[config.mk]
export PLATFORM = sky130hd
export DESIGN_NAME = cmu_queue
export DESIGN_NICKNAME = d
export VERILOG_FILES = /design/src/rtl/cmu_pkg.sv /design/src/rtl/cmu_queue.sv
export SDC_FILE = /design/constraint.sdc
export NUM_CORES = 1
export LEC_CHECK = 0
export BUFFER_PORTS_ARGS = -buffer_cell sky130_fd_sc_hd__clkbuf_2
export CAP_MARGIN = 20
export CORE_AREA = 3 3 75 113
export CTS_BUF_LIST = sky130_fd_sc_hd__clkbuf_16
export DETAILED_ROUTE_END_ITERATION = 7
export DIE_AREA = 0 0 78 116
export PLACE_DENSITY = 0.81
export RECOVER_POWER = 50
export SLEW_MARGIN = 40
export SYNTH_ARGS = -nofsm -noshare
export SYNTH_HDL_FRONTEND = slang
export SYNTH_SLANG_ARGS = --single-unit
[constraint.sdc]
create_clock -name clock -period 6.95 [get_ports clock]
set_input_delay 0.3475 -clock clock [delete_from_list [all_inputs] [get_ports clock]]
set_output_delay 0.3475 -clock clock [all_outputs]
set_load 0.01 [all_outputs]
[src/rtl/cmu_pkg.sv]
// cmu_pkg: shared constants, codes and types of the context memory unit.
// Used by every module under rtl but cmu_ram; depends on nothing.
package cmu_pkg;

   localparam int MAX_CONTEXTS = 64;
   localparam int SPACE_BITS   = 16;
   localparam int SPACE_DEPTH  = 2 ** SPACE_BITS;

   localparam int CMD_W    = 3;
   localparam int ID_W     = 6;
   localparam int ADDR_W   = SPACE_BITS;
   localparam int SIZE_W   = 17;
   localparam int DATA_W   = 8;
   localparam int STATUS_W = 4;
   localparam int NID_W    = 7;          // holds MAX_CONTEXTS itself
   localparam int TBL_W    = ADDR_W + SIZE_W;

   localparam logic [SIZE_W-1:0] MAX_CONTEXT_BYTES = 17'd65536;
   localparam logic [SIZE_W:0]   SPACE_END = (SIZE_W + 1)'(64'd1 << SPACE_BITS);

   localparam int REQ_TDATA_W = 48;
   localparam int RSP_TDATA_W = 56;

   localparam int QUEUE_DEPTH = 2;
   localparam int QPTR_W      = $clog2(QUEUE_DEPTH);
   localparam int QCNT_W      = $clog2(QUEUE_DEPTH + 1);

   // command codes on the request channel
   localparam logic [CMD_W-1:0] CMD_CREATE  = 3'd0;
   localparam logic [CMD_W-1:0] CMD_DESTROY = 3'd1;
   localparam logic [CMD_W-1:0] CMD_READ    = 3'd2;
   localparam logic [CMD_W-1:0] CMD_WRITE   = 3'd3;
   localparam logic [CMD_W-1:0] CMD_QUERY   = 3'd4;
   localparam logic [CMD_W-1:0] CMD_FIND    = 3'd5;

   typedef enum logic [2:0] {
      OP_CREATE,
      OP_DESTROY,
      OP_READ,
      OP_WRITE,
      OP_QUERY,
      OP_FIND,
      OP_NOP
   } op_type;

   typedef enum logic [STATUS_W-1:0] {
      ST_OK           = 4'd0,
      ST_PROTECTED    = 4'd1,
      ST_ZERO_SIZE    = 4'd2,
      ST_TOO_LARGE    = 4'd3,
      ST_EXHAUSTED    = 4'd4,
      ST_NO_CONTEXT   = 4'd5,
      ST_OUT_OF_RANGE = 4'd6,
      ST_TABLE_FULL   = 4'd7,
      ST_NOT_FOUND    = 4'd8
   } status_type;

   typedef enum logic [1:0] {
      BK_CLEAR,
      BK_IDLE,
      BK_LOOK,
      BK_BYTE
   } back_state_type;

   typedef struct packed {
      op_type              op;
      status_type          pre_status;
      logic [ID_W-1:0]     ctx_id;
      logic [ADDR_W-1:0]   addr;
      logic [SIZE_W-1:0]   size;
      logic [DATA_W-1:0]   wdata;
   } item_type;

   typedef struct packed {
      status_type          status;
      logic [ID_W-1:0]     out_id;
      logic [ADDR_W-1:0]   out_base;
      logic [SIZE_W-1:0]   out_size;
      logic [DATA_W-1:0]   rdata;
   } result_type;

   typedef struct packed {
      logic full;
      logic empty;
   } queue_status_type;

endpackage

[src/rtl/cmu_queue.sv]
// cmu_queue: short FIFO of classified items between front and back.
// Depends on cmu_pkg.
module cmu_queue (
   input  logic                       clock,
   input  logic                       reset,
   input  logic                       push,
   input  cmu_pkg::item_type          push_item,
   input  logic                       pop,
   output cmu_pkg::item_type          head,
   output cmu_pkg::queue_status_type  q_status
);

   cmu_pkg::item_type                entry_ff [cmu_pkg::QUEUE_DEPTH];
   logic [cmu_pkg::QPTR_W-1:0]       wr_ptr_ff, wr_ptr_in;
   logic [cmu_pkg::QPTR_W-1:0]       rd_ptr_ff, rd_ptr_in;
   logic [cmu_pkg::QCNT_W-1:0]       count_ff, count_in;

   function automatic logic [cmu_pkg::QPTR_W-1:0] ptr_next(
      input logic [cmu_pkg::QPTR_W-1:0] ptr
   );
      if (ptr == cmu_pkg::QPTR_W'(cmu_pkg::QUEUE_DEPTH - 1)) begin
         return '0;
      end
      return ptr + 1'b1;
   endfunction

   assign head           = entry_ff[rd_ptr_ff];
   assign q_status.full  = count_ff == cmu_pkg::QCNT_W'(cmu_pkg::QUEUE_DEPTH);
   assign q_status.empty = count_ff == '0;

   always_comb begin
      wr_ptr_in = push ? ptr_next(wr_ptr_ff) : wr_ptr_ff;
      rd_ptr_in = pop  ? ptr_next(rd_ptr_ff) : rd_ptr_ff;
      count_in  = count_ff;
      if (push && !pop) begin
         count_in = count_ff + 1'b1;
      end else if (pop && !push) begin
         count_in = count_ff - 1'b1;
      end
   end

   always_ff @(posedge clock) begin
      if (reset) begin
         wr_ptr_ff <= '0;
         rd_ptr_ff <= '0;
         count_ff  <= '0;
      end else begin
         wr_ptr_ff <= wr_ptr_in;
         rd_ptr_ff <= rd_ptr_in;
         count_ff  <= count_in;
      end
   end

   always_ff @(posedge clock) begin
      if (push) begin
         entry_ff[wr_ptr_ff] <= push_item;
      end
   end

endmodule

# Yosys cells after proc, flatten, opt, wreduce, memory -nomap -nowiden
# Memories as Yosys holds them, arrays and structs flattened. A register that Yosys moved wholly into a read port is not among the register bits.
# Cells that the tools add are included.
[op_classes]
n_reduce_logical = 6
mux = 12
addsub = 4
eq_ne = 1
[ops]
columns = ["cell", "n"]
rows = [
  ["2-to-1 mux 1 bit", 10],
  ["2-to-1 mux 2 bit", 2],
  ["adder 1 bit, second input constant", 2],
  ["adder 2 x 1 -> 2 bit, second input constant", 1],
  ["equality test 2 bit, second input constant", 1],
  ["logical AND 1 bit", 2],
  ["logical NOT 1 bit", 2],
  ["logical NOT 2 bit", 1],
  ["nonzero test 2 bit", 1],
  ["subtractor 2 x 1 -> 2 bit, second input constant", 1],
]
[word_totals]
register_bits = 4
mem_bits_rw = 108
output_inout_bits = 56
n_memories = 1
inputBits = 58
[memory_table]
columns = ["memory", "words", "word_bits", "read_ports", "rd_ports_with_merged_regs", "wr", "line", "source"]
rows = [
  ["entry_ff", 2, 54, 1, 1, 1, "cmu_queue.sv:13", "cmu_pkg::item_type entry_ff [cmu_pkg::QUEUE_DEPTH];"],
]

# Depth between registers and ports, before layout
# Gate-level depths: netlist of run 1.
[depth]
depth_word = 4
depth_mapped = 5
ltp_nobuf = 5

# Worst setup path after synthesis of run 1
# No wires, ideal clock.
[synth_path]
path_kind = "input to register"
startpoint = "input port push"
endpoint = "memory entry_ff[0][0] (netlist bit) (enable)"
path_buffers = 0
stages = 1
path_slack_ns = 3.743
arrival_ns = 2.735
setup_ns = 0.472
cell_sequence = "nor2b_1"
[synth_between]
elab_chain_cells = 2
[synth_rtl]
columns = ["item", "line", "source"]
rows = [
  ["start: declaration", "cmu_queue.sv:6", "input logic push,"],
  ["2-to-1 mux 1 bit", "cmu_queue.sv:55", "if (push) begin"],
  ["2-to-1 mux 1 bit (not written as such)", "cmu_queue.sv:56", "entry_ff[wr_ptr_ff] <= push_item;"],
  ["end: declaration", "cmu_queue.sv:13", ""],
]
# No other way between the ends.

# Worst setup path after layout of run 1
[layout_path]
startpoint = "register wr_ptr_ff"
endpoint = "memory entry_ff[0][51] (netlist bit) (enable)"
[layout_lines]
columns = ["item", "line", "source"]
rows = [
  ["start: declaration", "cmu_queue.sv:14", "logic [cmu_pkg::QPTR_W-1:0] wr_ptr_ff, wr_ptr_in;"],
  ["start signal: assignment", "cmu_queue.sv:48", "wr_ptr_ff <= wr_ptr_in;"],
]
# No word-level cell before the write port.

==> results.tsv, run 1 <==
metric	value	unit
CP startpoint kind	register	
Syn Inst Count	190	
Crit path arrival time	2.99	ns
global route overflow	0	
Final TNS setup	0	ns
worst hold slack	0.137	ns
Worst slew margin	-48.9	%
hold violation count in the final report	0	
clock transition time at the flip-flop clock pins of the worst setup and hold paths	0.05	ns
initial antenna violation count	0	
Hold Crit Class	in2reg	
fin cells	434	
Worst Reg-to-Reg Cells	2	
P_int	0.00130	W
# clock sinks	113	
Clock power frac	41.8	%
global-route wire length before repair	11.1	mm
largest net degree at the start of global routing	33	
Power Density	318	nW/um^2
DR WL/cell	16.3	um
CTS H-Tree Depth	4	
Mapped Area	4120	um^2
RSZ-0062 raised after global routing	false	
worst clock skew	0.00416	ns
Hold Path Stages	1	
I/O pin cnt	114	
setup bufs post-CTS	0	
f_max	340	MHz
first-pass iteration count of the detailed router	6	
gr usage total	17.3	%
DRT antenna net count	0	
TritonCTS clock tree	yes	
Avg Cell Area, Syn	21.7	um^2
Setup WS pre-CTS	4.89	ns
placed insts	402	
status	finished, violations left	
Yosys warnings	0	
worst reg2reg startpoint	wr_ptr_ff	
hold path startpoint	push_item[48]	
Syn Nets	249	
Crit Path Class	reg2reg	
required time of the worst setup path	7.00	ns
Die Area	9050	um^2
Placer Congestion	0.728	
Area Growth Syn to Fin	26.5	%
Post-route DRC	0	
Antenna diodes	0	
half-perimeter wire length after placement	4.80	mm
combinational power share	9.3	%
Clk Latency, worst-skew pair	0.40	ns
Leak	1.92	nW
Peak VDD IR	0.276	mV
Sw Pwr	0.000355	W
fraction of layout cells with a size suffix above 1	44.9	%
sequential-to-total area share from yosys stat	81.1	%
Clock Path Buffers	2	
Initial DRC Count	101	
final instance area	5210	um^2
Placed Area	4780	um^2
Worst setup EP type	register	
initial cell density of the core	54.1	%
Yosys cell types	16	
Die Ht	116	um
Slew @ Worst Pin	2.23	ns
fin worst setup slack	4.01	ns
via count	2171	
Sw Ratio	21.4	%
Worst Setup SP	wr_ptr_ff	
nets	378	
Final Max Tran Viols	27	
post-layout min period	2.94	ns
final setup fails	0	
clock root buffer master	clkbuf_16	
failing checks	capacitance limit, slew limit	
Tcrit/Tclk final	42.3	%
cell row count	39	
I/O Buffers	113	
synthesized flop and latch total	113	
total CTS buffers	17	
vias in the first global route	2308	
chip width	78	um
WL final	7.07	mm
Resized cells post-CTS	0	
Sequential Power Share	49.0	%
detailed-route vias per instance	5.00	
Core Footprint	7610	um^2
Max FO, Critical Path	29	
Hold-fix buffers, CTS	0	
maxcap violations	2	
[final timing paths]
check | endpoint | slack, ns
max | entry_ff[0][51] | 4.01
min | entry_ff[1][48] | 0.14
max reg2reg | entry_ff[0][51] | 4.01
min reg2reg | count_ff[1] | 0.51
[synthesized netlist by cell type (all sizes together)]
master | n | area, um^2
and2 | 1 | 6.26
ha | 1 | 12.5
and2b | 1 | 8.76
or3 | 1 | 6.26
o21ai | 1 | 5.00
xor2 | 2 | 17.5
mux2 | 54 | 608
xnor2 | 2 | 17.5
edfxtp | 108 | 3240
dfxtp | 5 | 100
a21oi | 1 | 5.00
inv | 1 | 3.75
buf | 6 | 61.3
nor2b | 1 | 6.26
nor2 | 5 | 18.8
[flip-flops by register name (all words and copies together) (netlist names), named ones only]
name       count
wr_ptr_ff      1
entry_ff     108
count_ff       2
rd_ptr_ff      1
[per-layer routing]
layer	global-route usage, %	share of wire, %	vias to the layer above	routed length [um]
li1	-	-	1007	-
met1	17.3	35	1072	2470
met2	29.6	56	72	3980
met5	0	0	-	0
met3	7.00	5.6	20	399
met4	11.1	3.2	0	224
[stage by stage]
stage | power, W | utilization, %
after floorplan | 0.000916 | -
after global placement | 0.000979 | 62.9
after detailed placement | 0.000985 | 62.9
after CTS | 0.00168 | 69.3
after global routing | 0.00173 | 68.4
final | 0.00166 | 68.4
[worst max-delay path, cell delays in order, from the launching register on]
cell and delay, ns:
dfxtp_1 0.32, nor2b_1 1.66, buf_4 0.59
[power by group through the flow]
stage / clock, W / sequential [W] / combinational (W)
final: 0.000692 / 0.000812 / 0.000153
after global placement: 0 / 0.000822 / 0.000157
after detailed placement: 0 / 0.000824 / 0.000161
after floorplan: 0 / 0.000817 / 0.0000988
after global routing: 0.000742 / 0.000816 / 0.000168
after CTS: 0.000707 / 0.000812 / 0.000162
[cell usage in the layout (no fill, tap or decap), drive strengths merged]
| master | count |
|---|---|
| clkbuf | 130 |
| edfxtp | 108 |
| mux2 | 54 |
| clkinv | 10 |
| inv | 5 |
| nor2 | 5 |
| dfxtp | 5 |
| buf | 3 |
| xor2 | 2 |
| xnor2 | 2 |
| and2 | 1 |
| nor2b | 1 |
| and2b | 1 |
| o21ai | 1 |
| or3 | 1 |
| a21oi | 1 |
| ha | 1 |
| clkinvlp | 1 |
[final cells by class]
cell class	count	area, um^2
clock buffer	17	425
fill	546	2400
multi-input combinational	70	712
clock inverter	15	63.8
sequential	113	3340
inverter	1	3.75
tap	102	128
timing repair buffer	116	533
[logic make-up (layout without fill, tap and decap cells)]
family,after synthesis,after routing,synth area share (%)
AOI/OAI and AO/OA,2,2,0.243
xor gates and xnor gates,4,4,0.850
adders and majority gates,1,1,0.304
buffers and inverters,7,149,1.58
DFF,113,113,81.1
muxes,54,54,14.8
and+or+nand+nor,9,9,1.12
(Power assumes the default switching activity.)
==> run 2: changes to the inputs <==
--- a/config.mk
+++ b/config.mk
@@ -7,11 +7,11 @@
 export LEC_CHECK = 0
 export BUFFER_PORTS_ARGS = -buffer_cell sky130_fd_sc_hd__clkbuf_2
 export CAP_MARGIN = 20
-export CORE_AREA = 3 3 75 113
+export CORE_AREA = 3 3 78 117
 export CTS_BUF_LIST = sky130_fd_sc_hd__clkbuf_16
 export DETAILED_ROUTE_END_ITERATION = 7
-export DIE_AREA = 0 0 78 116
-export PLACE_DENSITY = 0.81
+export DIE_AREA = 0 0 81 120
+export PLACE_DENSITY = 0.76
 export RECOVER_POWER = 50
 export SLEW_MARGIN = 40
 export SYNTH_ARGS = -nofsm -noshare
==> constraint.sdc (replaced) <==
create_clock -name clock -period 2.9 [get_ports clock]
set_input_delay 0.145 -clock clock [delete_from_list [all_inputs] [get_ports clock]]
set_output_delay 0.145 -clock clock [all_outputs]
set_load 0.01 [all_outputs]
==> run 2 against run 1 <==
  * The run now ends clean
  * Total power rose by 150%
  * Worst setup slack worse by 3.3 ns
  * Via count is 7.7% higher
  * Design area is 12% higher
  * Clock skew grew 0.0023 ns
  * Fmax increased by 36%
  * Core utilization up 1.9 points
  * Critical endpoint is now entry_ff[0][0]
==> results.tsv, run 2 (same netlist as run 1, synthesis figures left out) <==
metric	value	unit
status	complete, no violations	
I/O pin cnt	114	
# clock sinks	113	
Post-route DRC	0	
TritonCTS clock tree	yes	
global route overflow	0	
slowest CP cell	clkbuf_1	
final instance area	5840	um^2
most frequent cells in the layout	108 x edfxtp_1, 75 x clkbuf_2, 55 x dlygate4sd3_1	
internal reg-to-reg setup slack	0.73	ns
Max FO, Critical Path	21	
vias in the first global route	2595	
fin worst setup slack	0.734	ns
global-route wire length before repair	12.4	mm
RSZ-0062 raised after global routing	false	
Worst slew margin	22.5	%
clock transition time at the flip-flop clock pins of the worst setup and hold paths	0.05	ns
Hold-fix buffers, CTS	55	
I/O Buffers	113	
Biggest register	entry_ff	
Placed Area	4840	um^2
Crit Path Class	reg2reg	
nets	435	
maxcap violations	0	
Sw Pwr	0.000874	W
Top Registers	entry_ff x108, count_ff x2	
f_max	462	MHz
CP endpoint	entry_ff[0][0]	
commonest non-fill, non-tap cell in the layout	edfxtp_1	
cell row count	41	
crit path buf inv count	1	
gr usage total	18.0	%
Sequential Power Share	47.0	%
final setup fails	0	
Worst setup EP type	register	
Initial DRC Count	95	
max reg flops	108	
Hold Path Stages	3	
crit-path leading delay family	buffers and inverters	
largest net degree at the start of global routing	33	
Resized cells post-CTS	0	
Tcrit/Tclk final	74.7	%
Clock Path Buffers	2	
Die Ht	120	um
clock root buffer master	clkbuf_16	
slowest cell delay on critical path	0.92	ns
DR WL met3	369	um
detailed-route vias per instance	4.72	
via count	2338	
total CTS buffers	17	
CP startpoint kind	register	
DR WL/cell	16.1	um
CTS H-Tree Depth	4	
initial antenna violation count	0	
Clock power frac	42.4	%
first-pass iteration count of the detailed router	4	
Worst Reg-to-Reg Cells	2	
Clk Latency, worst-skew pair	0.40	ns
combinational power share	10.6	%
Worst Setup SP	wr_ptr_ff	
half-perimeter wire length after placement	4.78	mm
Leak	2.20	nW
hold violation count in the final report	0	
Hold Crit Class	in2reg	
met2 WL	4.50	mm
Power Density	709	nW/um^2
r2r endpoint	entry_ff[0][0]	
chip width	81	um
setup bufs post-CTS	0	
Core Footprint	8310	um^2
Slew @ Worst Pin	1.16	ns
worst reg2reg startpoint	wr_ptr_ff	
initial cell density of the core	49.6	%
fraction of layout cells with a size suffix above 1	40.7	%
Die Area	9720	um^2
uppermost layer routed	met4	
Sw Ratio	21.1	%
P_int	0.00327	W
Setup WS pre-CTS	1.26	ns
Placer Congestion	0.755	
post-layout min period	2.17	ns
WL final	7.95	mm
Stages on worst setup path	2	
required time of the worst setup path	2.91	ns
Antenna diodes	0	
crit-path cells	nor2b_1 > clkbuf_1	
Final Max Tran Viols	0	
worst clock skew	0.00647	ns
Peak VDD IR	0.506	mV
DRT antenna net count	0	
wl on met1	2.86	mm
Final TNS setup	0	ns
Area Growth Syn to Fin	41.8	%
Crit path arrival time	2.18	ns
[run 2: tightest hold or removal path: stages]
cell and delay (ns):
clkbuf_2 0.10, xnor2_1 0.07, nor2_1 0.08
[run 2: per-stage QoR]
stage                     hold WS, ns  utilization [%]  cells  total power (W)
after floorplan                 0.214                -    190          0.00219
after global placement          0.334             58.2    408          0.00236
after detailed placement        0.338             58.2    408          0.00237
after CTS                     0.00499             71.0    494          0.00420
after global routing           0.0522             70.3    495          0.00430
final                          0.0278             70.3    495          0.00414
[run 2: worst min path at each step]
stage	from	endpoint	slack, ns
after floorplan	reset	count_ff[1]	0.21
after CTS	pop	rd_ptr_ff	0.005
after detailed placement	push_item[16]	entry_ff[0][16]	0.34
after global placement	push_item[42]	entry_ff[1][42]	0.33
final	pop	rd_ptr_ff	0.03
after global routing	pop	rd_ptr_ff	0.05
[run 2: area by class of cell]
type,count,area [um^2]
clock buffer,17,425
clock inverter,14,85.1
fill,581,2470
inverter,1,3.75
multi-input combinational,70,713
sequential,113,3340
tap,107,134
timing repair buffer,173,1140
[run 2: layer usage]
layer	up-vias	global-route usage, %
met5	-	0
li1	1119	-
met2	74	30.8
met3	21	6.31
met4	0	10.6
met1	1124	18.5
[run 2: power by group through the flow]
stage	registers, W	clock network (W)	logic [W]
floorplan	0.00196	0	0.000237
global placement	0.00197	0	0.000390
detailed placement	0.00198	0	0.000395
CTS	0.00195	0.00179	0.000457
global route	0.00196	0.00186	0.000479
finish	0.00195	0.00175	0.000441
