[src/rtl/cmu_pkg.sv]
// cmu_pkg: shared constants, codes and types of the context memory unit.
// Used by every module under rtl but cmu_ram; depends on nothing.
package cmu_pkg;

   localparam int MAX_CONTEXTS = 64;
   localparam int SPACE_BITS   = 16;
   localparam int SPACE_DEPTH  = 2 ** SPACE_BITS;

   localparam int CMD_W    = 3;
   localparam int ID_W     = 6;
   localparam int ADDR_W   = SPACE_BITS;
   localparam int SIZE_W   = 17;
   localparam int DATA_W   = 8;
   localparam int STATUS_W = 4;
   localparam int NID_W    = 7;          // holds MAX_CONTEXTS itself
   localparam int TBL_W    = ADDR_W + SIZE_W;

   localparam logic [SIZE_W-1:0] MAX_CONTEXT_BYTES = 17'd65536;
   localparam logic [SIZE_W:0]   SPACE_END = (SIZE_W + 1)'(64'd1 << SPACE_BITS);

   localparam int REQ_TDATA_W = 48;
   localparam int RSP_TDATA_W = 56;

   localparam int QUEUE_DEPTH = 2;
   localparam int QPTR_W      = $clog2(QUEUE_DEPTH);
   localparam int QCNT_W      = $clog2(QUEUE_DEPTH + 1);

   // command codes on the request channel
   localparam logic [CMD_W-1:0] CMD_CREATE  = 3'd0;
   localparam logic [CMD_W-1:0] CMD_DESTROY = 3'd1;
   localparam logic [CMD_W-1:0] CMD_READ    = 3'd2;
   localparam logic [CMD_W-1:0] CMD_WRITE   = 3'd3;
   localparam logic [CMD_W-1:0] CMD_QUERY   = 3'd4;
   localparam logic [CMD_W-1:0] CMD_FIND    = 3'd5;

   typedef enum logic [2:0] {
      OP_CREATE,
      OP_DESTROY,
      OP_READ,
      OP_WRITE,
      OP_QUERY,
      OP_FIND,
      OP_NOP
   } op_type;

   typedef enum logic [STATUS_W-1:0] {
      ST_OK           = 4'd0,
      ST_PROTECTED    = 4'd1,
      ST_ZERO_SIZE    = 4'd2,
      ST_TOO_LARGE    = 4'd3,
      ST_EXHAUSTED    = 4'd4,
      ST_NO_CONTEXT   = 4'd5,
      ST_OUT_OF_RANGE = 4'd6,
      ST_TABLE_FULL   = 4'd7,
      ST_NOT_FOUND    = 4'd8
   } status_type;

   typedef enum logic [1:0] {
      BK_CLEAR,
      BK_IDLE,
      BK_LOOK,
      BK_BYTE
   } back_state_type;

   typedef struct packed {
      op_type              op;
      status_type          pre_status;
      logic [ID_W-1:0]     ctx_id;
      logic [ADDR_W-1:0]   addr;
      logic [SIZE_W-1:0]   size;
      logic [DATA_W-1:0]   wdata;
   } item_type;

   typedef struct packed {
      status_type          status;
      logic [ID_W-1:0]     out_id;
      logic [ADDR_W-1:0]   out_base;
      logic [SIZE_W-1:0]   out_size;
      logic [DATA_W-1:0]   rdata;
   } result_type;

   typedef struct packed {
      logic full;
      logic empty;
   } queue_status_type;

endpackage

[src/rtl/cmu_front.sv]
// cmu_front: request intake, configuration register and command classification.
// Depends on cmu_pkg; feeds cmu_queue.
module cmu_front (
   input  logic                             clock,
   input  logic                             reset,
   input  logic                             req_tvalid,
   output logic                             req_tready,
   input  logic [cmu_pkg::CMD_W-1:0]        req_tuser,   // cmd
   input  logic [cmu_pkg::REQ_TDATA_W-1:0]  req_tdata,   // ctx_id, addr, req_size, wdata
   input  logic                             csr_valid,
   output logic                             csr_ready,
   input  logic                             csr_wdata,
   input  cmu_pkg::queue_status_type        q_status,
   input  logic                             clearing,
   output logic                             push,
   output cmu_pkg::item_type                push_item
);

   logic protected_ff;
   logic protected_in;

   assign csr_ready = 1'b1;

   always_comb begin
      protected_in = protected_ff;
      if (csr_valid) begin
         protected_in = csr_wdata;
      end
   end

   always_ff @(posedge clock) begin
      if (reset) begin
         protected_ff <= 1'b0;
      end else begin
         protected_ff <= protected_in;
      end
   end

   assign req_tready = !q_status.full && !clearing;
   assign push       = req_tvalid && req_tready;

   // static checks that need no table state are settled here
   always_comb begin
      push_item.ctx_id     = req_tdata[5:0];
      push_item.addr       = req_tdata[21:6];
      push_item.size       = req_tdata[38:22];
      push_item.wdata      = req_tdata[46:39];
      push_item.pre_status = cmu_pkg::ST_OK;
      case (req_tuser)
         cmu_pkg::CMD_CREATE: begin
            push_item.op = cmu_pkg::OP_CREATE;
            if (protected_ff) begin
               push_item.pre_status = cmu_pkg::ST_PROTECTED;
            end else if (push_item.size == '0) begin
               push_item.pre_status = cmu_pkg::ST_ZERO_SIZE;
            end else if (push_item.size > cmu_pkg::MAX_CONTEXT_BYTES) begin
               push_item.pre_status = cmu_pkg::ST_TOO_LARGE;
            end
         end
         cmu_pkg::CMD_DESTROY: begin
            push_item.op = cmu_pkg::OP_DESTROY;
            if (protected_ff) begin
               push_item.pre_status = cmu_pkg::ST_PROTECTED;
            end
         end
         cmu_pkg::CMD_READ:  push_item.op = cmu_pkg::OP_READ;
         cmu_pkg::CMD_WRITE: push_item.op = cmu_pkg::OP_WRITE;
         cmu_pkg::CMD_QUERY: push_item.op = cmu_pkg::OP_QUERY;
         cmu_pkg::CMD_FIND:  push_item.op = cmu_pkg::OP_FIND;
         default:            push_item.op = cmu_pkg::OP_NOP;
      endcase
   end

endmodule

[config.mk]
export PLATFORM = sky130hd
export DESIGN_NAME = cmu_front
export DESIGN_NICKNAME = d
export VERILOG_FILES = /design/src/rtl/cmu_pkg.sv /design/src/rtl/cmu_front.sv
export SDC_FILE = /design/constraint.sdc
export NUM_CORES = 1
export LEC_CHECK = 0
export BUFFER_PORTS_ARGS = -buffer_cell sky130_fd_sc_hd__buf_2
export CORE_MARGIN = 2
export CORE_UTILIZATION = 24
export CTS_BUF_LIST = sky130_fd_sc_hd__clkbuf_2 sky130_fd_sc_hd__clkbuf_4 sky130_fd_sc_hd__clkbuf_8
export CTS_CLUSTER_DIAMETER = 120
export DETAILED_ROUTE_END_ITERATION = 10
export PLACE_DENSITY = 0.89
export SLEW_MARGIN = 0
export SYNTH_ARGS = -nofsm -noshare
export SYNTH_HDL_FRONTEND = slang
export SYNTH_SLANG_ARGS = --single-unit
[constraint.sdc]
create_clock -name clock -period 1.95 [get_ports clock]
set_clock_uncertainty 0.2 [all_clocks]
set_input_delay 0.2925 -clock clock [delete_from_list [all_inputs] [get_ports clock]]
set_output_delay 0.2925 -clock clock [all_outputs]
set_load 0.05 [all_outputs]
; Yosys cells after proc, flatten, opt, wreduce, memory -nomap -nowiden
; Cells that the tools add are included.
[classes]
n_lt_le_gt_ge = 1
n_eq_ne = 5
muxes = 6
reduce_logical = 6
[op_table]
columns = op, count
row1 = 3-bit case mux with 6 select lines, 1
row2 = "17-bit greater-than comparator, second input constant", 1
row3 = 17-bit logical NOT, 1
row4 = 4-bit 2-to-1 mux, 2
row5 = 4-bit case mux with 2 select lines, 1
row6 = "3-bit by 2-bit == test with 1-bit output, second input constant", 2
row7 = "3-bit == test, second input constant", 2
row8 = "3-bit by 1-bit == test with 1-bit output, second input constant", 1
row9 = 3-bit logical NOT, 1
row10 = 1-bit logical AND, 2
row11 = 1-bit logical NOT, 2
row12 = 2-bit 2-to-1 mux, 1
row13 = 1-bit 2-to-1 mux, 1
[word_totals]
reg_bits = 1
input_bits = 59
output_inout_bits = 57
word_cells = 19

; Logic depth before layout (Yosys ltp)
; Gate-level depths: netlist of the first run.
[logic_depth]
depth_word = 5
ltp_mapped = 5
ltp_nobuf = 5

; Worst setup path after synthesis of the first run
; OpenSTA, ideal clock, no wires.
[synth_path]
kind = input to output
from = in req_tdata[24] (netlist bit)
to = out push_item[48] (netlist bit)
arrival_time_ns = 1.582
setup_slack_ns = -0.124
cell_stages = 4
path_cell_list = nor4_1 nand4_1 ha_1 nor4_4
[synth_rtl]
columns = element, line
row1 = from (decl), cmu_front.sv:9  ; input logic [cmu_pkg::REQ_TDATA_W-1:0] req_tdata,
row2 = to (decl), cmu_front.sv:16  ; output cmu_pkg::item_type push_item

==> results of run 1 <==
==> final timing paths <==
path | start | endpoint | slack, ns
worst max-delay path | req_tdata[28] | push_item[48] | 0.03
worst min-delay path | reset | protected_ff$_SDFFE_PP0P_ | 0.25
worst max register to register | protected_ff$_SDFFE_PP0P_ | protected_ff$_SDFFE_PP0P_ | 1.11
worst min register to register | protected_ff$_SDFFE_PP0P_ | protected_ff$_SDFFE_PP0P_ | 0.37
==> placed cells by master, fill, tap and decap left out, types with 3 or more instances in the layout <==
cell type,count
buf_2,43
buf_4,6
buf_6,6
conb_1,3
nor4_4,4
==> cells by family (layout without fill, tap and decap cells) <==
logic type	count (synthesis)	in the layout
AO/OA/AOI/OAI	2	2
adder cells (fa/ha/maj)	1	1
buffers and inverters	53	57
flip-flops	1	1
multiplexers	1	1
other	2	3
AND/OR/NAND/NOR	11	11
==> stage by stage <==
| step | setup WS [ns] | TNS [ns] | cells | hold slack (ns) |
|---|---|---|---|---|
| 4_1_cts | -0.0505 | -0.0505 | 104 | 0.256 |
| 3_3_place_gp | -0.305 | -0.327 | 105 | 0.251 |
| 3_5_place_dp | -0.339 | -0.389 | 105 | 0.256 |
| 5_1_grt | -0.0712 | -0.0712 | 104 | 0.260 |
| 2_1_floorplan | -0.124 | -0.124 | 72 | 0.165 |
| 6_report | 0.0292 | 0 | 104 | 0.254 |
==> worst register-to-register path: cells and delay by family, from the launching register on <==
| family | cells | cell delay (ns) |
|---|---|---|
| simple gates | 1 | 0.05 |
| flops | 1 | 0.32 |
| mux | 1 | 0.15 |
==> routing by layer <==
metal / up-vias / share of wire [%] / wire [µm]
met5: - / 0 / 0
met4: 0 / 0.49 / 6
met3: 4 / 17 / 213
met2: 50 / 53 / 658
met1: 183 / 29 / 352
li1: 182 / - / -
==> final cells by class <==
cell class | instances | share of cell area, %
Sequential cell | 1 | 3.34
Tap cell | 28 | 5.85
Inverter | 1 | 0.626
Multi-Input combinational cell | 18 | 33.0
Timing Repair Buffer | 56 | 57.2
==> what timing repair did <==
item | CTS | global route
pin swaps | 5 | 2
setup endpoints to repair | 2 | 2
setup buffers | 0 | 0
resized for setup | 14 | 7
==> cell usage after synthesis, drive strengths merged <==
master	n
a21boi	1
and2	1
nand2b	1
buf	50
conb	2
nand4	1
dfxtp	1
nor4	5
a21oi	1
nor2	2
or2	1
clkbuf	2
mux2i	1
ha	1
inv	1
==> report_power, final <==
part / switching [mW] / internal (mW) / leakage, nW
logic: 0.142 / 0.0631 / 0.297
clock network: 0 / 0 / 0
registers: 0.00157 / 0.0221 / 0.00826
==> out/metrics.yaml, run 1 <==
crit_family: "simple AND/OR/NAND/NOR gates"
synth_compound_area_share_pct: 3.04
routed-via-count: 419
final_nets: 138
clk_pin_slew_ns: 0
register_area_um2: 20.0
dp_hpwl_mm: 1.12
grtUsageMet2_pct: 17.1
place_congestion: 0.622
maxCapViolCount: 0
fill_cells: 241
ir_worst_vdd_v: 0.000133
crit_cells: 6
p_per_area_nw_per_um2: 382
antenna_cells: 0
grt-ovfl-total: 0
final_layout_size_suffix_gt1_share_pct: 85.5
hold_viol: 0
largest_reg_flops: 1
arrival_ns: 1.43
synth_cell_types: 16
antenna_found_initial: 0
netlist_instances: 71
holdPathStages: 2
cpPeakStageDelay_ns: 0.26
synth_top_family_by_area: "buffers and inverters"
clk_latency_ns: 0
grt_pass1_vias: 409
rsz0062_at_grt: "yes"
fin_crit_ns: 1.92
cp_common_cell: "nor4_4"
grt_first_pass_wirelength_mm: 1.70
synth.avg_cell_area_um2: 7.52
path_buf_inv: 2
use_met1_pct: 7.92
via_per_inst: 4.03
yosys.area_share.simple_pct: 15.2
synth_top_area_share_pct: 70.3
regMostFlops: "protected_ff"
dr.pass1.iters: 1
worstPathCellList: "buf_8 -> nor4_4 -> nand4_1 -> ha_4 -> nor4_4 -> buf_6"
synth_top_cell_by_area: "buf_4"
min_path_type: "in -> reg"
yosysWarningCount: 0
yosys.area_share.adder_pct: 2.34
finalInstanceArea_um2: 599
top_regs: "protected_ff x1"
total_power_mw: 0.229
worstPathRequired_ns: 1.46
slew_violations: 0
syn_to_final_growth_pct: 12.2
ys_seq_elements: 1
drt-total-wl_mm: 1.23
final_core_util_pct: 27.9
path_class: "in -> out"
yosys-top-cells-area: "buf_4 70%, nor4_1 4.7%, nor4_4 4.0%"
port_buffers: 50
synth-seq-area-share_pct: 3.75
fp.dieW_um: 51.2
core_um2: 2150
start_util_pct: 24.9
fin_crit_sh_pct: 98.5
die_area_um2: 2620
drc: 0
startpoint_type: "input pin"
outcome: "finished clean"
synth_xor_area_share_pct: 0
cts_hold_buf: 0
worstRegToRegCells: 2
fp-row-count: 17
critPathSlowestCell: "nor4_4"
path_max_fanout: 2
placed_cell_area_um2: 495
synthesis.area_um2: 534
io_pins: 116
drtIter0Drc: 0
use_met3_pct: 2.34
ant_nets: 0
multiInputGateArea_um2: 198
setup_viol: 0
die_h_um: 51.2
synthMuxAreaShare_pct: 1.87
grt_busiest_layer: "met2"
p_leak_nw: 0.306
wl_per_cell_um: 11.8
grt_max_degree: 4
track_usage_pct: 8.25
endpoint_kind: "primary output"
fmax_ghz: 0.521
Note: power is estimated with default switching activity, not from simulation.
==> inputs of run 2 (changes only) <==
--- a/config.mk
+++ b/config.mk
@@ -7,11 +7,11 @@
 export LEC_CHECK = 0
 export BUFFER_PORTS_ARGS = -buffer_cell sky130_fd_sc_hd__buf_2
 export CORE_MARGIN = 2
-export CORE_UTILIZATION = 24
+export CORE_UTILIZATION = 22
 export CTS_BUF_LIST = sky130_fd_sc_hd__clkbuf_2 sky130_fd_sc_hd__clkbuf_4 sky130_fd_sc_hd__clkbuf_8
-export CTS_CLUSTER_DIAMETER = 120
+export CTS_CLUSTER_DIAMETER = 50
 export DETAILED_ROUTE_END_ITERATION = 10
-export PLACE_DENSITY = 0.89
+export PLACE_DENSITY = 0.86
 export SLEW_MARGIN = 0
 export SYNTH_ARGS = -nofsm -noshare
 export SYNTH_HDL_FRONTEND = slang
==> constraint.sdc (replaced) <==
create_clock -name clock -period 1.7 [get_ports clock]
set_clock_uncertainty 0.2 [all_clocks]
set_input_delay 0.255 -clock clock [delete_from_list [all_inputs] [get_ports clock]]
set_output_delay 0.255 -clock clock [all_outputs]
set_load 0.05 [all_outputs]
==> out/metrics.yaml, run 2 (synthesis gave the netlist of run 1 again) <==
setup_viol: 2  # +2
fin_crit_ns: 1.85
place_ws_ns: -0.476  # -0.137 ns
die_area_um2: 2840  # +8.4%
port_buffers: 50  # unchanged
path_class: "in -> out"
antenna_cells: 0  # unchanged
p_per_area_nw_per_um2: 434  # +14%
grt-ovfl-total: 0  # unchanged
hold_viol: 0  # unchanged
maxCapViolCount: 0  # unchanged
drtIter0Drc: 0  # unchanged
wl_per_cell_um: 11.6  # -1.7%
largest_reg_flops: 1  # unchanged
drt-total-wl_mm: 1.20  # -2.7%
postCtsSetupRepairBufs: 0  # unchanged
fmax_ghz: 0.539
clk_pin_slew_ns: 0  # unchanged
path_max_fanout: 2  # unchanged
regMostFlops: "protected_ff"
slew_violations: 0  # unchanged
worstPathRequired_ns: 1.24  # -0.22 ns
endpoint_kind: "primary output"
cp_common_cell: "nor4_4"
place_congestion: 0.682  # +9.6%
grtUsageMet2_pct: 16.5  # -0.64 points
syn_to_final_growth_pct: 13.6
grt_first_pass_wirelength_mm: 1.66  # -2.5%
start_util_pct: 23.7  # -1.2 points
total_power_mw: 0.263  # +15%
die_h_um: 53.3  # +4.1%
p_leak_nw: 0.304  # -0.61%
hold_ws_ns: 0.214  # -0.0401 ns
track_usage_pct: 7.58  # -0.68 points
via_per_inst: 4.00  # -0.72%
crit_family: "simple AND/OR/NAND/NOR gates"
final_common_cell: "buf_2"
ant_nets: 0  # unchanged
fp-row-count: 17  # unchanged
placed_cell_area_um2: 480  # -3.0%
drc: 0  # unchanged
antenna_found_initial: 1  # +1
grt_max_degree: 4  # unchanged
fp.dieW_um: 53.3  # +4.1%
violations: "negative setup slack"
critPathSlowestCell: "ha_4"
startpoint_type: "input pin"
min_path_type: "in -> reg"
use_met1_pct: 5.67  # -2.3 points
core_um2: 2250  # +5.0%
path_buf_inv: 2  # unchanged
cts_hold_buf: 0  # unchanged
worstPathCellList: "buf_2 -> nor4_4 -> nand4_1 -> ha_4 -> nor4_4 -> buf_6"
finalInstanceArea_um2: 607  # +1.3%
cpPeakStageDelay_ns: 0.26  # about the same
layout_common_cells: "42 x buf_2, 7 x buf_6, 5 x nor4_4, 5 x buf_4, 3 x conb_1"
final_layout_size_suffix_gt1_share_pct: 85.3  # -0.19 points
fin_crit_sh_pct: 109
numPlacedInstances: 103  # -1.9%
outcome: "complete, but fails checks"
io_pins: 116  # unchanged
arrival_ns: 1.40  # -0.03 ns
grt_pass1_vias: 405  # -0.98%
fin_ws_ns: -0.154  # -0.183 ns
stdcell_count: 103  # -0.96%
ir_worst_vdd_v: 0.000180  # +35%
rsz0062_at_grt: "yes"
top_regs: "protected_ff x1"
final_nets: 137  # -0.72%
dr.pass1.iters: 1  # unchanged
clk_latency_ns: 0  # unchanged
grt_busiest_layer: "met2"
routed-via-count: 412  # -1.7%
use_met3_pct: 2.82  # +0.49 points
==> run 2: cell count changes in the layout (fill, tap and decap cells not counted), sizes merged <==
cell	before	now
buf	56	55
==> run 2: cell type report <==
type,instances,area [µm²]
fill,261,1650
inverter,1,3.75
multi-input combinational,18,206
sequential,1,20.0
tap,28,35.0
timing repair buffer,55,342
==> run 2: timing repair <==
item	in CTS	in global routing
resized for setup	19	3
pin swaps	8	4
endpoints found under the setup margin	2	2
==> run 2: report_power, final <==
part           total [mW]  internal (mW)  switching [mW]
clock network           0              0               0
logic               0.236         0.0728           0.163
registers          0.0272         0.0254         0.00178
total               0.263         0.0982           0.165
==> run 2: metal layers <==
layer,part of all wire (%),vias to the layer above
met5,1.1,-
met4,3.0,2
met3,20,12
met2,51,45
met1,25,173
li1,-,180
==> run 2: worst paths after layout <==
kind	startpoint	end	slack, ns	depth (start not counted)
max	req_tdata[22]	push_item[48]	-0.15	6
min	reset	protected_ff$_SDFFE_PP0P_	0.21	2
max reg2reg	protected_ff$_SDFFE_PP0P_	protected_ff$_SDFFE_PP0P_	0.88	2
min reg2reg	protected_ff$_SDFFE_PP0P_	protected_ff$_SDFFE_PP0P_	0.36	2
==> run 2: worst register-to-register path, cell delays in order, from the launching register on <==
cell and delay (ns):
dfxtp_1 0.32, mux2i_1 0.13, nor2_1 0.05
==> run 2: per-stage QoR <==
stage,setup TNS (ns),util (%)
3_5_place_dp,-0.656,21.3
5_1_grt,-0.334,26.9
6_report,-0.194,26.9
4_1_cts,-0.234,25.9
2_1_floorplan,-0.299,-
3_3_place_gp,-0.675,21.3
==> inputs of run 3 (changes only) <==
--- a/config.mk
+++ b/config.mk
@@ -7,12 +7,12 @@
 export LEC_CHECK = 0
 export BUFFER_PORTS_ARGS = -buffer_cell sky130_fd_sc_hd__buf_2
 export CORE_MARGIN = 2
-export CORE_UTILIZATION = 22
+export CORE_UTILIZATION = 26
 export CTS_BUF_LIST = sky130_fd_sc_hd__clkbuf_2 sky130_fd_sc_hd__clkbuf_4 sky130_fd_sc_hd__clkbuf_8
 export CTS_CLUSTER_DIAMETER = 50
 export DETAILED_ROUTE_END_ITERATION = 10
-export PLACE_DENSITY = 0.86
-export SLEW_MARGIN = 0
+export MAX_ROUTING_LAYER = met4
+export PLACE_DENSITY = 0.95
 export SYNTH_ARGS = -nofsm -noshare
 export SYNTH_HDL_FRONTEND = slang
 export SYNTH_SLANG_ARGS = --single-unit
==> constraint.sdc (replaced) <==
create_clock -name clock -period 2.4 [get_ports clock]
set_clock_uncertainty 0.2 [all_clocks]
set_input_delay 0.36 -clock clock [delete_from_list [all_inputs] [get_ports clock]]
set_output_delay 0.36 -clock clock [all_outputs]
set_load 0.05 [all_outputs]
==> out/metrics.yaml, run 3 (synthesis gave the netlist of run 1 again) <==
drt-total-wl_mm: 1.12  # -6.7%
die_area_um2: 2430  # -14%
hold_viol: 0  # unchanged
total_power_mw: 0.163  # -38%
routed-via-count: 393  # -4.6%
fmax_ghz: 0.448
fp-row-count: 16  # -1
dr.pass1.iters: 2  # +1
rsz0062_at_grt: "no"
layout_common_cells: "49 x buf_2, 3 x conb_1, 2 x nor4_2, 2 x nor4_1, 2 x nor2_1"
dp_hpwl_um: 954
intPower_mw: 0.0537  # -45%
via_per_inst: 4.05  # +1.3%
p_switching_mw: 0.109  # -34%
worstRegToRegCells: 2  # unchanged
grt_first_pass_wirelength_mm: 1.44  # -14%
ir_worst_vdd_v: 0.0000979  # -45%
p_per_area_nw_per_um2: 356  # -18%
clockPowerShare_pct: 0  # unchanged
switching_share_pct: 67.1  # +4.4 points
setup_viol: 0  # -2
final_common_cell: "buf_2"
rr_endpoint: "protected_ff$_SDFFE_PP0P_"
arrival_ns: 1.67  # +0.27 ns
outcome: "finished clean"
startpoint: "req_tdata[32]"
min_path_type: "in -> reg"
power_frac_comb_pct: 88.1  # -1.6 points
top_regs: "protected_ff x1"
slew_violations: 0  # unchanged
worstPathRequired_ns: 1.84  # +0.60 ns
place_ws_ns: -0.0173  # +0.458 ns
final_nets: 132  # -3.6%
grt_max_degree: 4  # unchanged
r2r_setup_slack_ns: 1.54  # +0.66 ns
crit_family: "simple AND/OR/NAND/NOR gates"
hold_ws_ns: 0.331  # +0.117 ns
largest_reg_flops: 1  # unchanged
startpoint_type: "input pin"
grt_pass1_vias: 330  # -19%
cpPeakStageDelay_ns: 0.33  # +0.07 ns
syn_to_final_growth_pct: -14.3
die_h_um: 49.3  # -7.4%
grt-ovfl-total: 0  # unchanged
maxCapViolCount: 0  # unchanged
port_buffers: 50  # unchanged
io_pins: 116  # unchanged
final_layout_size_suffix_gt1_share_pct: 78.6  # -6.8 points
critPathSlowestCell: "ha_1"
crit_cells: 6  # unchanged
worstPathCellList: "buf_2 -> nor4_1 -> nand4_1 -> ha_1 -> nor4_4 -> buf_6"
drtIter0Drc: 2  # +2
path_max_fanout: 2  # unchanged
track_usage_pct: 7.41  # -0.17 points
place_congestion: 0.629  # -7.7%
fin_crit_ns: 2.23
path_buf_inv: 2  # unchanged
antenna_cells: 0  # unchanged
wl_per_cell_um: 11.5  # -0.91%
worstSetupEndpoint: "push_item[48]"
antenna_found_initial: 0  # -1
core_um2: 1940  # -14%
clk_pin_slew_ns: 0  # unchanged
ant_nets: 0  # unchanged
fin_ws_ns: 0.167  # +0.321 ns
clk_latency_ns: 0  # unchanged
start_util_pct: 27.5  # +3.8 points
regMostFlops: "protected_ff"
fin_crit_sh_pct: 93.0
p_seq_share_pct: 11.9  # +1.6 points
path_class: "in -> out"
r2r_start: "protected_ff$_SDFFE_PP0P_"
drc: 0  # unchanged
fp.dieW_um: 49.3  # -7.4%
endpoint_kind: "primary output"
p_leak_nw: 0.256  # -16%
## run 3: worst min path at each step
| stage | from | endpoint | slack, ns | depth (start not counted) |
|---|---|---|---|---|
| 2_1_floorplan | reset | protected_ff$_SDFFE_PP0P_ | 0.23 | 1 |
| 3_3_place_gp | reset | protected_ff$_SDFFE_PP0P_ | 0.33 | 2 |
| 3_5_place_dp | reset | protected_ff$_SDFFE_PP0P_ | 0.33 | 2 |
| 4_1_cts | reset | protected_ff$_SDFFE_PP0P_ | 0.33 | 2 |
| 5_1_grt | reset | protected_ff$_SDFFE_PP0P_ | 0.36 | 2 |
| 6_report | reset | protected_ff$_SDFFE_PP0P_ | 0.33 | 2 |
## run 3: timing repair
item | CTS | global route
hold buffers | 0 | 0
buffers inserted | 0 | 0
setup endpoints to repair | 1 | 1
resized for setup | 1 | 3
## run 3: worst register-to-register path, cell delays in order, from the launching register on
cell	delay [ns]
dfxtp_1	0.38
mux2i_1	0.09
nor2_1	0.11
## run 3: area by class of cell
cell class	count	area (µm²)
multi-input cells	18	144
fillers	230	1480
well taps	27	33.8
repair buffers	50	256
inverters	1	3.75
flip-flops and latches	1	20.0
## run 3: power by group through the flow
stage | sequential (mW) | clock, mW | combinational [mW]
finish | 0.0193 | 0 | 0.144
global route | 0.0195 | 0 | 0.149
CTS | 0.0194 | 0 | 0.141
detailed placement | 0.0194 | 0 | 0.141
global placement | 0.0192 | 0 | 0.140
floorplan | 0.0190 | 0 | 0.257
## run 3: layer usage
metal / up-vias / share of wire, % / global-route usage (%)
met5: - / 0 / -
met4: 0 / 2.5 / 1.90
met3: 8 / 19 / 2.45
met2: 52 / 45 / 14.0
met1: 163 / 33 / 7.16
li1: 170 / - / -
## run 3: metrics by stage
| step | instances | instance area, µm² | util [%] | TNS, ns |
|---|---|---|---|---|
| floorplan | 72 | 538 | - | 0 |
| global placement | 97 | 439 | 22.6 | 0 |
| detailed placement | 97 | 439 | 22.6 | -0.0173 |
| CTS | 97 | 442 | 22.7 | 0 |
| global route | 97 | 458 | 23.6 | 0 |
| finish | 97 | 458 | 23.6 | 0 |
